**config.mk**
```make
export PLATFORM = sky130hd
export DESIGN_NAME = touch_report_tracker
export DESIGN_NICKNAME = d
export VERILOG_FILES = /design/src/rtl/trt_pkg.sv /design/src/rtl/trt_lane.sv /design/src/rtl/trt_merge.sv /design/src/rtl/touch_report_tracker.sv
export VERILOG_INCLUDE_DIRS = /design/src /design/src/rtl
export SDC_FILE = /design/constraint.sdc
export NUM_CORES = 1
export LEC_CHECK = 0
export BUFFER_PORTS_ARGS = -buffer_cell sky130_fd_sc_hd__buf_4
export CORE_UTILIZATION = 52
export DETAILED_ROUTE_END_ITERATION = 8
export GPL_TIMING_DRIVEN = 0
export PLACE_DENSITY = 0.86
export SKIP_CTS_REPAIR_TIMING = 1
export SKIP_LAST_GASP = 1
export SYNTH_ARGS = -nofsm -noshare
export SYNTH_HDL_FRONTEND = slang
export SYNTH_SLANG_ARGS = --single-unit
```
**constraint.sdc**
```tcl
create_clock -name clock -period 5.2 [get_ports clock]
set_input_delay 1.3 -clock clock [delete_from_list [all_inputs] [get_ports clock]]
set_output_delay 1.3 -clock clock [all_outputs]
set_load 0.01 [all_outputs]
```
**src/rtl/touch_report_tracker_assert.svh**
```systemverilog
// Assertion macros used by the touch report tracker top level.
`ifndef TOUCH_REPORT_TRACKER_ASSERT_SVH
`define TOUCH_REPORT_TRACKER_ASSERT_SVH

// Same-cycle implication, disabled while reset is high.
`define TRT_ASSERT_IMP(label, clk, rst, ante, cons) \
   label: assert property (@(posedge clk) disable iff (rst) (ante) |-> (cons)) \
      else $error("touch report tracker: same-cycle check failed");

// Next-cycle implication, disabled while reset is high.
`define TRT_ASSERT_NXT(label, clk, rst, ante, cons) \
   label: assert property (@(posedge clk) disable iff (rst) (ante) |=> (cons)) \
      else $error("touch report tracker: next-cycle check failed");

`endif

```
**src/rtl/trt_pkg.sv**
```systemverilog
// Types and constants of the touch report tracker.
`default_nettype none

package trt_pkg;

   localparam int NUM_POINTS  = 5;
   localparam int LAST_STORED = 3;    // points 1..3 are kept for the result
   localparam int POINT_W     = 12;
   localparam int COORD_W     = 16;
   localparam int SCREEN_W    = 13;
   localparam int FLAG_W      = 8;
   localparam int CNT_W       = 4;
   localparam int LANE_IDX_W  = 3;
   localparam int FAIL_W      = 3;

   localparam int FLAG_PRESSED = 7;
   localparam int FLAG_CAUGHT  = 6;
   localparam int STATUS_READY = 7;

   localparam logic [FAIL_W-1:0] FAIL_NONE   = 3'd0;
   localparam logic [FAIL_W-1:0] FAIL_STATUS = 3'd1;
   localparam logic [FAIL_W-1:0] FAIL_CLEAR  = 3'd2;
   localparam logic [FAIL_W-1:0] FAIL_POINT0 = 3'd3;

   localparam logic [7:0] STATUS_HELD_ZERO = 8'h00;
   localparam logic [7:0] STATUS_HELD_ALL  = 8'hFF;
   localparam logic [CNT_W-1:0] CNT_CLEAR_LIMIT = 4'd6;

   localparam logic [FLAG_W-1:0] FLAGS_TOUCH   = 8'hC0;
   localparam logic [FLAG_W-1:0] FLAGS_RELEASE = 8'h7F;
   localparam logic [FLAG_W-1:0] FLAGS_IDLE    = 8'hE0;
   localparam logic [COORD_W-1:0] NO_TOUCH     = 16'hFFFF;

   localparam logic [SCREEN_W-1:0] WIDTH_RESET  = 13'd800;
   localparam logic [SCREEN_W-1:0] HEIGHT_RESET = 13'd480;

   localparam logic CSR_WIDTH  = 1'b0;
   localparam logic CSR_HEIGHT = 1'b1;

   typedef struct packed {
      logic [POINT_W-1:0] x;
      logic [POINT_W-1:0] y;
   } point_type;

   // per-lane findings passed to the merge stage
   typedef struct packed {
      logic sel;     // point is flagged valid by the count
      logic wr;      // point is read and stored
      logic stop;    // a read failed at or below this lane
   } lane_type;

   typedef struct packed {
      logic [FLAG_W-1:0]                   flags;
      logic [COORD_W-1:0]                  first_x;
      logic [COORD_W-1:0]                  first_y;
      logic [LAST_STORED:1][POINT_W-1:0]   xs;
      logic [LAST_STORED:1][POINT_W-1:0]   ys;
   } track_state_type;

endpackage

`default_nettype wire

```
**src/rtl/trt_lane.sv**
```systemverilog
// One point lane: decides whether its point is read, stored or hits a bus failure.
`default_nettype none

module trt_lane (
   input  wire logic [trt_pkg::LANE_IDX_W-1:0] lane_idx,
   input  wire logic [trt_pkg::CNT_W-1:0]      cnt,
   input  wire logic [trt_pkg::FAIL_W-1:0]     fail_stage,
   input  wire logic                           stop_in,
   output trt_pkg::lane_type                   lane_out
);
   import trt_pkg::*;

   logic                sel;
   logic                hit;
   logic                stop;
   logic [FAIL_W-1:0]   my_fail;

   assign my_fail = FAIL_POINT0 + FAIL_W'(lane_idx);
   assign sel     = cnt > {1'b0, lane_idx};
   assign hit     = (fail_stage == my_fail);
   assign stop    = stop_in | (sel & hit);

   assign lane_out.sel  = sel;
   assign lane_out.wr   = sel & ~stop;
   assign lane_out.stop = stop;

endmodule

`default_nettype wire

```
**src/rtl/trt_merge.sv**
```systemverilog
// Merge stage: combines lane results and the poll status into the next tracker state.
`default_nettype none

module trt_merge (
   input  wire trt_pkg::track_state_type                     cur,
   input  wire logic [7:0]                                   status_byte,
   input  wire logic [trt_pkg::FAIL_W-1:0]                   fail_stage,
   input  wire trt_pkg::point_type [trt_pkg::NUM_POINTS-1:0] pts,
   input  wire trt_pkg::lane_type  [trt_pkg::NUM_POINTS-1:0] lanes,
   input  wire logic [trt_pkg::SCREEN_W-1:0]                 screen_width,
   input  wire logic [trt_pkg::SCREEN_W-1:0]                 screen_height,
   output trt_pkg::track_state_type                          nxt,
   output logic                                              touched,
   output logic                                              reset_request
);
   import trt_pkg::*;

   logic [CNT_W-1:0]  cnt;
   logic [FLAG_W-1:0] low_mask;
   logic              pressed;
   logic              on_screen;
   logic              any_stop;

   assign cnt      = status_byte[CNT_W-1:0];
   assign pressed  = cur.flags[FLAG_PRESSED];
   assign any_stop = lanes[NUM_POINTS-1].stop;
   assign on_screen = ({1'b0, pts[0].x} < screen_width) &&
                      ({1'b0, pts[0].y} < screen_height);

   always_comb begin
      for (int b = 0; b < FLAG_W; b++) begin
         low_mask[b] = (cnt > CNT_W'(b));
      end
   end

   always_comb begin
      nxt           = cur;
      touched       = 1'b0;
      reset_request = 1'b0;
      priority if (fail_stage == FAIL_STATUS) begin
         reset_request = 1'b1;
      end else if (pressed && status_byte == STATUS_HELD_ZERO) begin
         touched = 1'b1;
      end else if (pressed && status_byte == STATUS_HELD_ALL) begin
         nxt.flags = '0;
      end else if (status_byte[STATUS_READY] && cnt < CNT_CLEAR_LIMIT &&
                   fail_stage == FAIL_CLEAR) begin
         reset_request = 1'b1;
      end else if (cnt == '0) begin
         if (status_byte[STATUS_READY]) begin
            if (pressed) begin
               nxt.flags = cur.flags & FLAGS_RELEASE;
            end else begin
               nxt.first_x = NO_TOUCH;
               nxt.first_y = NO_TOUCH;
               nxt.flags   = cur.flags & FLAGS_IDLE;
            end
         end
      end else begin
         nxt.flags = low_mask | FLAGS_TOUCH;
         if (lanes[0].wr) begin
            nxt.first_x = COORD_W'(pts[0].x);
            nxt.first_y = COORD_W'(pts[0].y);
         end
         for (int i = 1; i <= LAST_STORED; i++) begin
            if (lanes[i].wr) begin
               nxt.xs[i] = pts[i].x;
               nxt.ys[i] = pts[i].y;
            end
         end
         if (any_stop) begin
            reset_request = 1'b1;   // keep what was read before the failing point
         end else begin
            touched = 1'b1;
            if (!on_screen) begin
               if (cnt > 4'd1) begin
                  nxt.first_x = COORD_W'(pts[1].x);
                  nxt.first_y = COORD_W'(pts[1].y);
               end else if (pressed) begin
                  // lone off-screen point: old point, old flags, then release
                  nxt.first_x = cur.first_x;
                  nxt.first_y = cur.first_y;
                  nxt.flags   = cur.flags & FLAGS_RELEASE;
               end else begin
                  nxt.first_x = NO_TOUCH;
                  nxt.first_y = NO_TOUCH;
                  nxt.flags   = cur.flags & FLAGS_IDLE;
               end
            end
         end
      end
   end

endmodule

`default_nettype wire

```
**src/rtl/touch_report_tracker.sv**
```systemverilog
// Top level of the touch report tracker: lanes, merge stage, state and handshakes.
//
// Each req_ beat is one poll of a touch controller: status byte, bus failure
// code and five raw coordinate pairs. Each poll gives exactly one rsp_ beat
// with the touch flag, the flag byte, the soft reset request and the stored
// points after the poll.
// Five point lanes judge their point in parallel; the merge stage folds their
// findings into the next state, which is written at the accepting edge.
// The result is registered: it is on rsp_ in the cycle after its req_ beat is taken.
// Throughput: one poll per cycle while rsp_ready stays high; the result
// register is the only stage, so req_ready follows rsp_ready when a result
// is waiting.
// When the receiver stalls, the result holds and req_ready stays low until
// the beat is taken.
// csr_ writes set the screen width (index 0) and height (index 1); the user must
// make them only while the block is idle, which the block itself does not enforce.
// Reset (synchronous, active high) clears the flags and points, restores the
// screen size to 800 by 480 and empties the result register.
`default_nettype none

`include "touch_report_tracker_assert.svh"

module touch_report_tracker (
   input  wire logic                           clock,
   input  wire logic                           reset,
   input  wire logic                           req_valid,
   output logic                                req_ready,
   input  wire logic [7:0]                     req_status_byte,
   input  wire logic [trt_pkg::FAIL_W-1:0]     req_fail_stage,
   input  wire logic [trt_pkg::POINT_W-1:0]    req_raw_x0,
   input  wire logic [trt_pkg::POINT_W-1:0]    req_raw_y0,
   input  wire logic [trt_pkg::POINT_W-1:0]    req_raw_x1,
   input  wire logic [trt_pkg::POINT_W-1:0]    req_raw_y1,
   input  wire logic [trt_pkg::POINT_W-1:0]    req_raw_x2,
   input  wire logic [trt_pkg::POINT_W-1:0]    req_raw_y2,
   input  wire logic [trt_pkg::POINT_W-1:0]    req_raw_x3,
   input  wire logic [trt_pkg::POINT_W-1:0]    req_raw_y3,
   input  wire logic [trt_pkg::POINT_W-1:0]    req_raw_x4,
   input  wire logic [trt_pkg::POINT_W-1:0]    req_raw_y4,
   output logic                                rsp_valid,
   input  wire logic                           rsp_ready,
   output logic                                rsp_touched,
   output logic [trt_pkg::FLAG_W-1:0]          rsp_touch_flags_out,
   output logic                                rsp_reset_request,
   output logic [trt_pkg::COORD_W-1:0]         rsp_first_x,
   output logic [trt_pkg::COORD_W-1:0]         rsp_first_y,
   output logic [trt_pkg::POINT_W-1:0]         rsp_point1_x,
   output logic [trt_pkg::POINT_W-1:0]         rsp_point1_y,
   output logic [trt_pkg::POINT_W-1:0]         rsp_point2_x,
   output logic [trt_pkg::POINT_W-1:0]         rsp_point2_y,
   output logic [trt_pkg::POINT_W-1:0]         rsp_point3_x,
   output logic [trt_pkg::POINT_W-1:0]         rsp_point3_y,
   input  wire logic                           csr_we,
   input  wire logic                           csr_index,
   input  wire logic [trt_pkg::SCREEN_W-1:0]   csr_wdata
);
   import trt_pkg::*;

   track_state_type                     state_ff, state_in;
   logic                                touched_ff, touched_in;
   logic                                rreq_ff, rreq_in;
   logic                                rsp_valid_ff, rsp_valid_in;
   logic [SCREEN_W-1:0]                 width_ff, width_in;
   logic [SCREEN_W-1:0]                 height_ff, height_in;

   logic                                req_accept;
   point_type [NUM_POINTS-1:0]          pts;
   lane_type  [NUM_POINTS-1:0]          lanes;
   logic      [NUM_POINTS:0]            stop_chain;
   logic      [NUM_POINTS-1:0]          wr_mask;
   track_state_type                     merged;
   logic                                merged_touched;
   logic                                merged_rreq;

   assign req_ready  = ~reset & (~rsp_valid_ff | rsp_ready);
   assign req_accept = req_valid & req_ready;

   assign pts[0] = '{x: req_raw_x0, y: req_raw_y0};
   assign pts[1] = '{x: req_raw_x1, y: req_raw_y1};
   assign pts[2] = '{x: req_raw_x2, y: req_raw_y2};
   assign pts[3] = '{x: req_raw_x3, y: req_raw_y3};
   assign pts[4] = '{x: req_raw_x4, y: req_raw_y4};

   assign stop_chain[0] = 1'b0;

   for (genvar i = 0; i < NUM_POINTS; i++) begin : g_lane
      trt_lane u_lane (
         .lane_idx   (LANE_IDX_W'(i)),
         .cnt        (req_status_byte[CNT_W-1:0]),
         .fail_stage (req_fail_stage),
         .stop_in    (stop_chain[i]),
         .lane_out   (lanes[i])
      );
      assign stop_chain[i+1] = lanes[i].stop;
      assign wr_mask[i]      = lanes[i].wr;
   end

   trt_merge u_merge (
      .cur           (state_ff),
      .status_byte   (req_status_byte),
      .fail_stage    (req_fail_stage),
      .pts           (pts),
      .lanes         (lanes),
      .screen_width  (width_ff),
      .screen_height (height_ff),
      .nxt           (merged),
      .touched       (merged_touched),
      .reset_request (merged_rreq)
   );

   always_comb begin
      state_in     = state_ff;
      touched_in   = touched_ff;
      rreq_in      = rreq_ff;
      rsp_valid_in = rsp_valid_ff;
      if (rsp_valid_ff && rsp_ready) begin
         rsp_valid_in = 1'b0;
      end
      if (req_accept) begin
         state_in     = merged;
         touched_in   = merged_touched;
         rreq_in      = merged_rreq;
         rsp_valid_in = 1'b1;
      end
   end

   always_comb begin
      width_in  = width_ff;
      height_in = height_ff;
      if (csr_we) begin
         unique case (csr_index)
            CSR_WIDTH:  width_in  = csr_wdata;
            CSR_HEIGHT: height_in = csr_wdata;
            default:    width_in  = width_ff;
         endcase
      end
   end

   always_ff @(posedge clock) begin
      if (reset) begin
         state_ff     <= '0;
         rsp_valid_ff <= 1'b0;
         width_ff     <= WIDTH_RESET;
         height_ff    <= HEIGHT_RESET;
      end else begin
         state_ff     <= state_in;
         rsp_valid_ff <= rsp_valid_in;
         width_ff     <= width_in;
         height_ff    <= height_in;
      end
   end

   always_ff @(posedge clock) begin
      touched_ff <= touched_in;
      rreq_ff    <= rreq_in;
   end

   // state only moves on an accepted beat, so it doubles as the result payload
   assign rsp_valid           = rsp_valid_ff;
   assign rsp_touched         = touched_ff;
   assign rsp_reset_request   = rreq_ff;
   assign rsp_touch_flags_out = state_ff.flags;
   assign rsp_first_x         = state_ff.first_x;
   assign rsp_first_y         = state_ff.first_y;
   assign rsp_point1_x        = state_ff.xs[1];
   assign rsp_point1_y        = state_ff.ys[1];
   assign rsp_point2_x        = state_ff.xs[2];
   assign rsp_point2_y        = state_ff.ys[2];
   assign rsp_point3_x        = state_ff.xs[3];
   assign rsp_point3_y        = state_ff.ys[3];

   `TRT_ASSERT_IMP(a_touch_xor_rreq, clock, reset, rsp_valid_ff,
                   !(touched_ff && rreq_ff))
   `TRT_ASSERT_NXT(a_status_fail_hold, clock, reset,
                   req_accept && (req_fail_stage == FAIL_STATUS),
                   state_ff == $past(state_ff))
   `TRT_ASSERT_IMP(a_no_touch_pair, clock, reset, state_ff.first_x == NO_TOUCH,
                   state_ff.first_y == NO_TOUCH)
   `TRT_ASSERT_IMP(a_wr_prefix, clock, reset, req_accept,
                   (wr_mask & (wr_mask + NUM_POINTS'(1))) == '0)

endmodule

`default_nettype wire

```
== After elaboration in Yosys (flattened, before gate mapping) ==
Cells that the tools add are included.
Cells by class
  magnitude comparators: 9
  muxes and demuxes: 31
  bitwise logic cells: 28
  reductions and logical operators: 19
  equal/unequal tests: 16
Operators with widths (number)
  two-way mux 40 bit: 4
  two-way mux 112 bit: 1
  two-way mux 32 bit: 3
  two-way mux 12 bit: 6
  two-way mux 72 bit: 1
  two-way mux 37 bit: 1
  AND reduction 7 bit: 4
  < comparator 12 x 13 -> 1 bit: 2
  two-way mux 8 bit: 2
  equality test 3 bit, second input constant: 4
  two-way mux 1 bit: 12
  NOT 1 bit: 12
  AND 1 bit: 11
  equality test 8 bit, second input constant: 1
  > comparator 4 x 1 -> 1 bit, second input constant: 2
  > comparator 4 x 2 -> 1 bit, second input constant: 2
  > comparator 4 x 3 -> 1 bit, second input constant: 2
  zero test 8 bit: 1
  AND reduction 8 bit: 1
  equality test 3 x 2 -> 1 bit, second input constant: 2
  logical AND 1 bit: 6
  != test 3 x 2 -> 1 bit, second input constant: 2
  AND reduction 6 bit: 1
  two-way mux 5 bit: 1
  other kinds (12): 19
Word-level totals
  bits of input ports: 150
  output and inout bits: 116
  word-level logic and storage cells: 119
  bits in registers: 141

== Longest topological paths before layout ==
  depth after elaboration: 11
  mapped depth: 10
  gate-level depth less buffers: 9

== By module ==
Synthesis repeated with hierarchy kept, for this count alone.
Unflattened totals
  cells, all modules: 1061
  area total of the unflattened synthesis: 9935.8 um^2
Modules (own cells, without submodules)
  touch_report_tracker: instances 1, sequential area each 2842.7 um^2, cells an instance 612, area each 6068.3 um^2
  trt_merge: instances 1, sequential area each 0.0 um^2, cells an instance 334, area each 2660.1 um^2
  trt_lane: instances 5, sequential area each 0.0 um^2, cells an instance 23, area each 241.5 um^2

== Worst setup path before layout ==
No wires, ideal clock.
  path type: input to output
  start point: input port reset
  end point: output port req_ready
  arrival time: 2.092 ns
  buffers on the path: 3
  data required time: 3.900 ns
  setup slack: 1.808 ns
  stages: 4
  cells stage by stage: buf_2 > clkbuf_1 > clkbuf_1 > nor2_1
On the way
  longest elaborated chain between the ends: 2
Ends and longest elaborated chain
  start: declaration: RTL line touch_report_tracker.sv:25  | input wire logic reset,
  NOT 1 bit: RTL line touch_report_tracker.sv:75  | assign req_ready = ~reset & (~rsp_valid_ff | rsp_ready);
  AND 1 bit: RTL line touch_report_tracker.sv:75
  end: declaration: RTL line touch_report_tracker.sv:27  | output logic req_ready,
Every way passes these cells.

== Final worst setup path ==
Same ends and word-level chain as after synthesis.

==> run_results.csv <==
group,metric,value,unit
status,run_status,"finished clean",
clock_tree,clockBufferDepth,2,
worst_setup_path,criticalPathCategory,"primary input to primary output",
clock_tree,tritoncts,"built",
timing,post-route-period-util,77.6,%
timing,rsz0062_at_grt,"false",
finish,final_common_cell,"buf_4",
logic_synthesis,yosysTopAreaCellShare,43.2,%
timing,worstMarginPinSlew,0.696,ns
logic_synthesis,synth_async_sr_flop_share,0,%
floorplan,die_h,113,um
route,drt_iter0_drc,317,
worst_setup_path,worst-path-max-fanout,10,
placement,dp_hpwl,14.4,mm
logic_synthesis,synth.area.top_cells,"dfxtp_1, mux2i_1, nor2_1",
power,power,2.93,mW
timing,finalSetupTns,0,ns
timing,clock.fmax,0.248,GHz
logic_synthesis,synth.distinct_cells,51,
clock_tree,htreeDepth,4,
logic_synthesis,avgSynthCellArea,9.62,um^2
logic_synthesis,synth_fp_nets,842,
worst_setup_path,cpMostUsedCell,"clkbuf_1",
global_route,track_usage,29.6,%
global_route,antenna_found_initial,0,
route,vias,5816,
clock_tree,clk_pin_slew_worst_paths,0.06,ns
floorplan,start_util,53.4,%
placement,portBuffers,238,
route,wl,18.8,mm
floorplan,io-pin-count,266,
worst_setup_path,cp-end-kind,"primary output",
clock_tree,clock_sinks,141,
global_route,grt_max_degree,17,
finish,final_cell_mix,"buf_4, dfxtp_1, nor2_1, mux2i_1, nand2_1",
route,vias_per_cell,5.25,
global_route,grt.overflow.total,0,
logic_synthesis,ys_ff_latch,141,
route,firstDrtPassIters,5,
worst_setup_path,crit_chain,"buf_2, clkbuf_1, clkbuf_1, nor2_1, buf_4",
timing,slew_headroom,53.6,%
worst_hold_path,hold_path_class,"flip-flop to flip-flop",
timing,fin_skew,0.00588,ns
logic_synthesis,synthFlopType,"dfxtp_1",
finish,area_growth,40.7,%
logic_synthesis,yosysTopAreaCell,"dfxtp_1",
worst_setup_path,critPathLaunchType,"primary input",
logic_synthesis,syn_area,6440,um^2
worst_setup_path,max_stage_delay,0.49,ns
clock_tree,numCtsBuffers,17,
finish,antennaDiodeCount,0,
clock_tree,clk-insertion-delay-late,0.43,ns
clock_tree,root_buffer,"clkbuf_16",
route,drcViolationCount,0,
logic_synthesis,syn_inst,670,
power,ir_drop,0.000212,V
worst_setup_path,cp_slowest_cell,"clkbuf_1",
logic_synthesis,synth-seq-area-share,44.1,%
timing,final_hold_viol_count,0,
route,ant_nets,0,
logic_synthesis,synth_edf_count,2,
power,powerDensity,323,nW/um^2
power,leakage,4.49,nW
worst_setup_path,critPathArrivalTime,2.73,ns
finish,layout.nets,1099,
worst_setup_path,cp_data_required_time,3.90,ns
floorplan,rows,40,
timing,setup_violations,0,
global_route,grt_pass1_wl,28.7,mm
logic_synthesis,yosysWarnings,0,
route,wire_per_inst,16.9,um
global_route,grt_pass1_vias,5671,
timing,slew_viol_final,0,
floorplan,die_x,113,um
timing,fin_crit,4.03,ns
finish,drive_gt1_share,36.5,%
floorplan,die_area,12800,um^2
placement,gp_congestion,0.902,
flow_run,drv_cap,0,
floorplan,coreArea,12100,um^2
==> metrics by stage <==
step / area (um^2) / hold WS, ns / std cells / util [%] / worst slack, ns
floorplan: 6440 / 0.432 / 670 / - / 1.81
global placement: 8440 / 0.443 / 1076 / 70.0 / 1.14
CTS: 9070 / 0.454 / 1108 / 75.2 / 1.15
detailed placement: 8440 / 0.446 / 1076 / 70.0 / 1.16
global route: 9070 / 0.475 / 1108 / 75.2 / 1.03
finish: 9070 / 0.460 / 1108 / 75.2 / 1.17
==> synth_stat cells, types with 4 or more instances <==
master and count:
or3_1 4, o21a_1 12, nand2b_1 11, clkbuf_1 19
a21oi_1 33, inv_1 27, a211oi_2 20, ha_1 22
a211oi_1 6, nor3b_1 4, buf_2 9, dfxtp_1 139
o21ai_0 8, nor3_1 4, nand2_1 59, nand3_1 5
nand3b_1 6, buf_4 6, nor2_1 108, mux2_2 24
mux2i_1 98
==> cells by family after synthesis <==
| group | synth area share (%) |
|---|---|
| AOI/OAI and AO/OA | 12.0 |
| adders and majority gates | 4.27 |
| buffers and inverters | 4.49 |
| DFF | 44.1 |
| muxes | 19.4 |
| and+or+nand+nor | 15.7 |
==> per-layer routing <==
metal,up-vias,global-route usage (%),part of all wire [%]
li1,2826,-,-
met1,2749,35.0,42
met2,213,51.2,50
met3,28,8.19,6.5
met4,0,10.4,1.8
met5,-,0,0
==> cell type report <==
type | count | area (um^2)
inverter | 27 | 101
timing repair buffer | 238 | 1790
tap | 168 | 210
clock inverter | 12 | 160
clock buffer | 20 | 467
multi-input combinational | 465 | 3310
fill | 896 | 3000
sequential | 141 | 2840
buffer | 37 | 188
==> critical path, delay by kind of cell <==
family | cells | cell delay [ns]
buffers and inverters | 4 | 1.32
and+or+nand+nor | 1 | 0.10
==> state kept, by name, indices dropped and copies added (netlist names) <==
register,cells
height_ff,13
rsp_point2_y,12
rsp_touch_flags_out,8
rsp_point1_y,12
rsp_point2_x,12
rsp_point1_x,12
rsp_point3_x,12
rsp_valid,1
rsp_first_y,16
rsp_reset_request,1
width_ff,13
rsp_touched,1
rsp_point3_y,12
rsp_first_x,16
==> where the power goes <==
group	leakage, nW	switching, mW	total [mW]	internal [mW]
combinational	3.03	0.238	0.477	0.239
clock	0.307	0.480	1.28	0.796
sequential	1.15	0.0333	1.17	1.14
==> path summary, 6_finish.rpt <==
path         cells after the start  slack, ns                       from                          end
max                              5       1.17                      reset                    req_ready
min                              2       0.46   width_ff[4]$_SDFFE_PP0P_     width_ff[4]$_SDFFE_PP0P_
max reg2reg                      9       2.58  height_ff[8]$_SDFFE_PP1P_  rsp_first_y[7]$_SDFFE_PP0P_
min reg2reg                      2       0.46   width_ff[4]$_SDFFE_PP0P_     width_ff[4]$_SDFFE_PP0P_
Power figures use the tool's default switching activity.
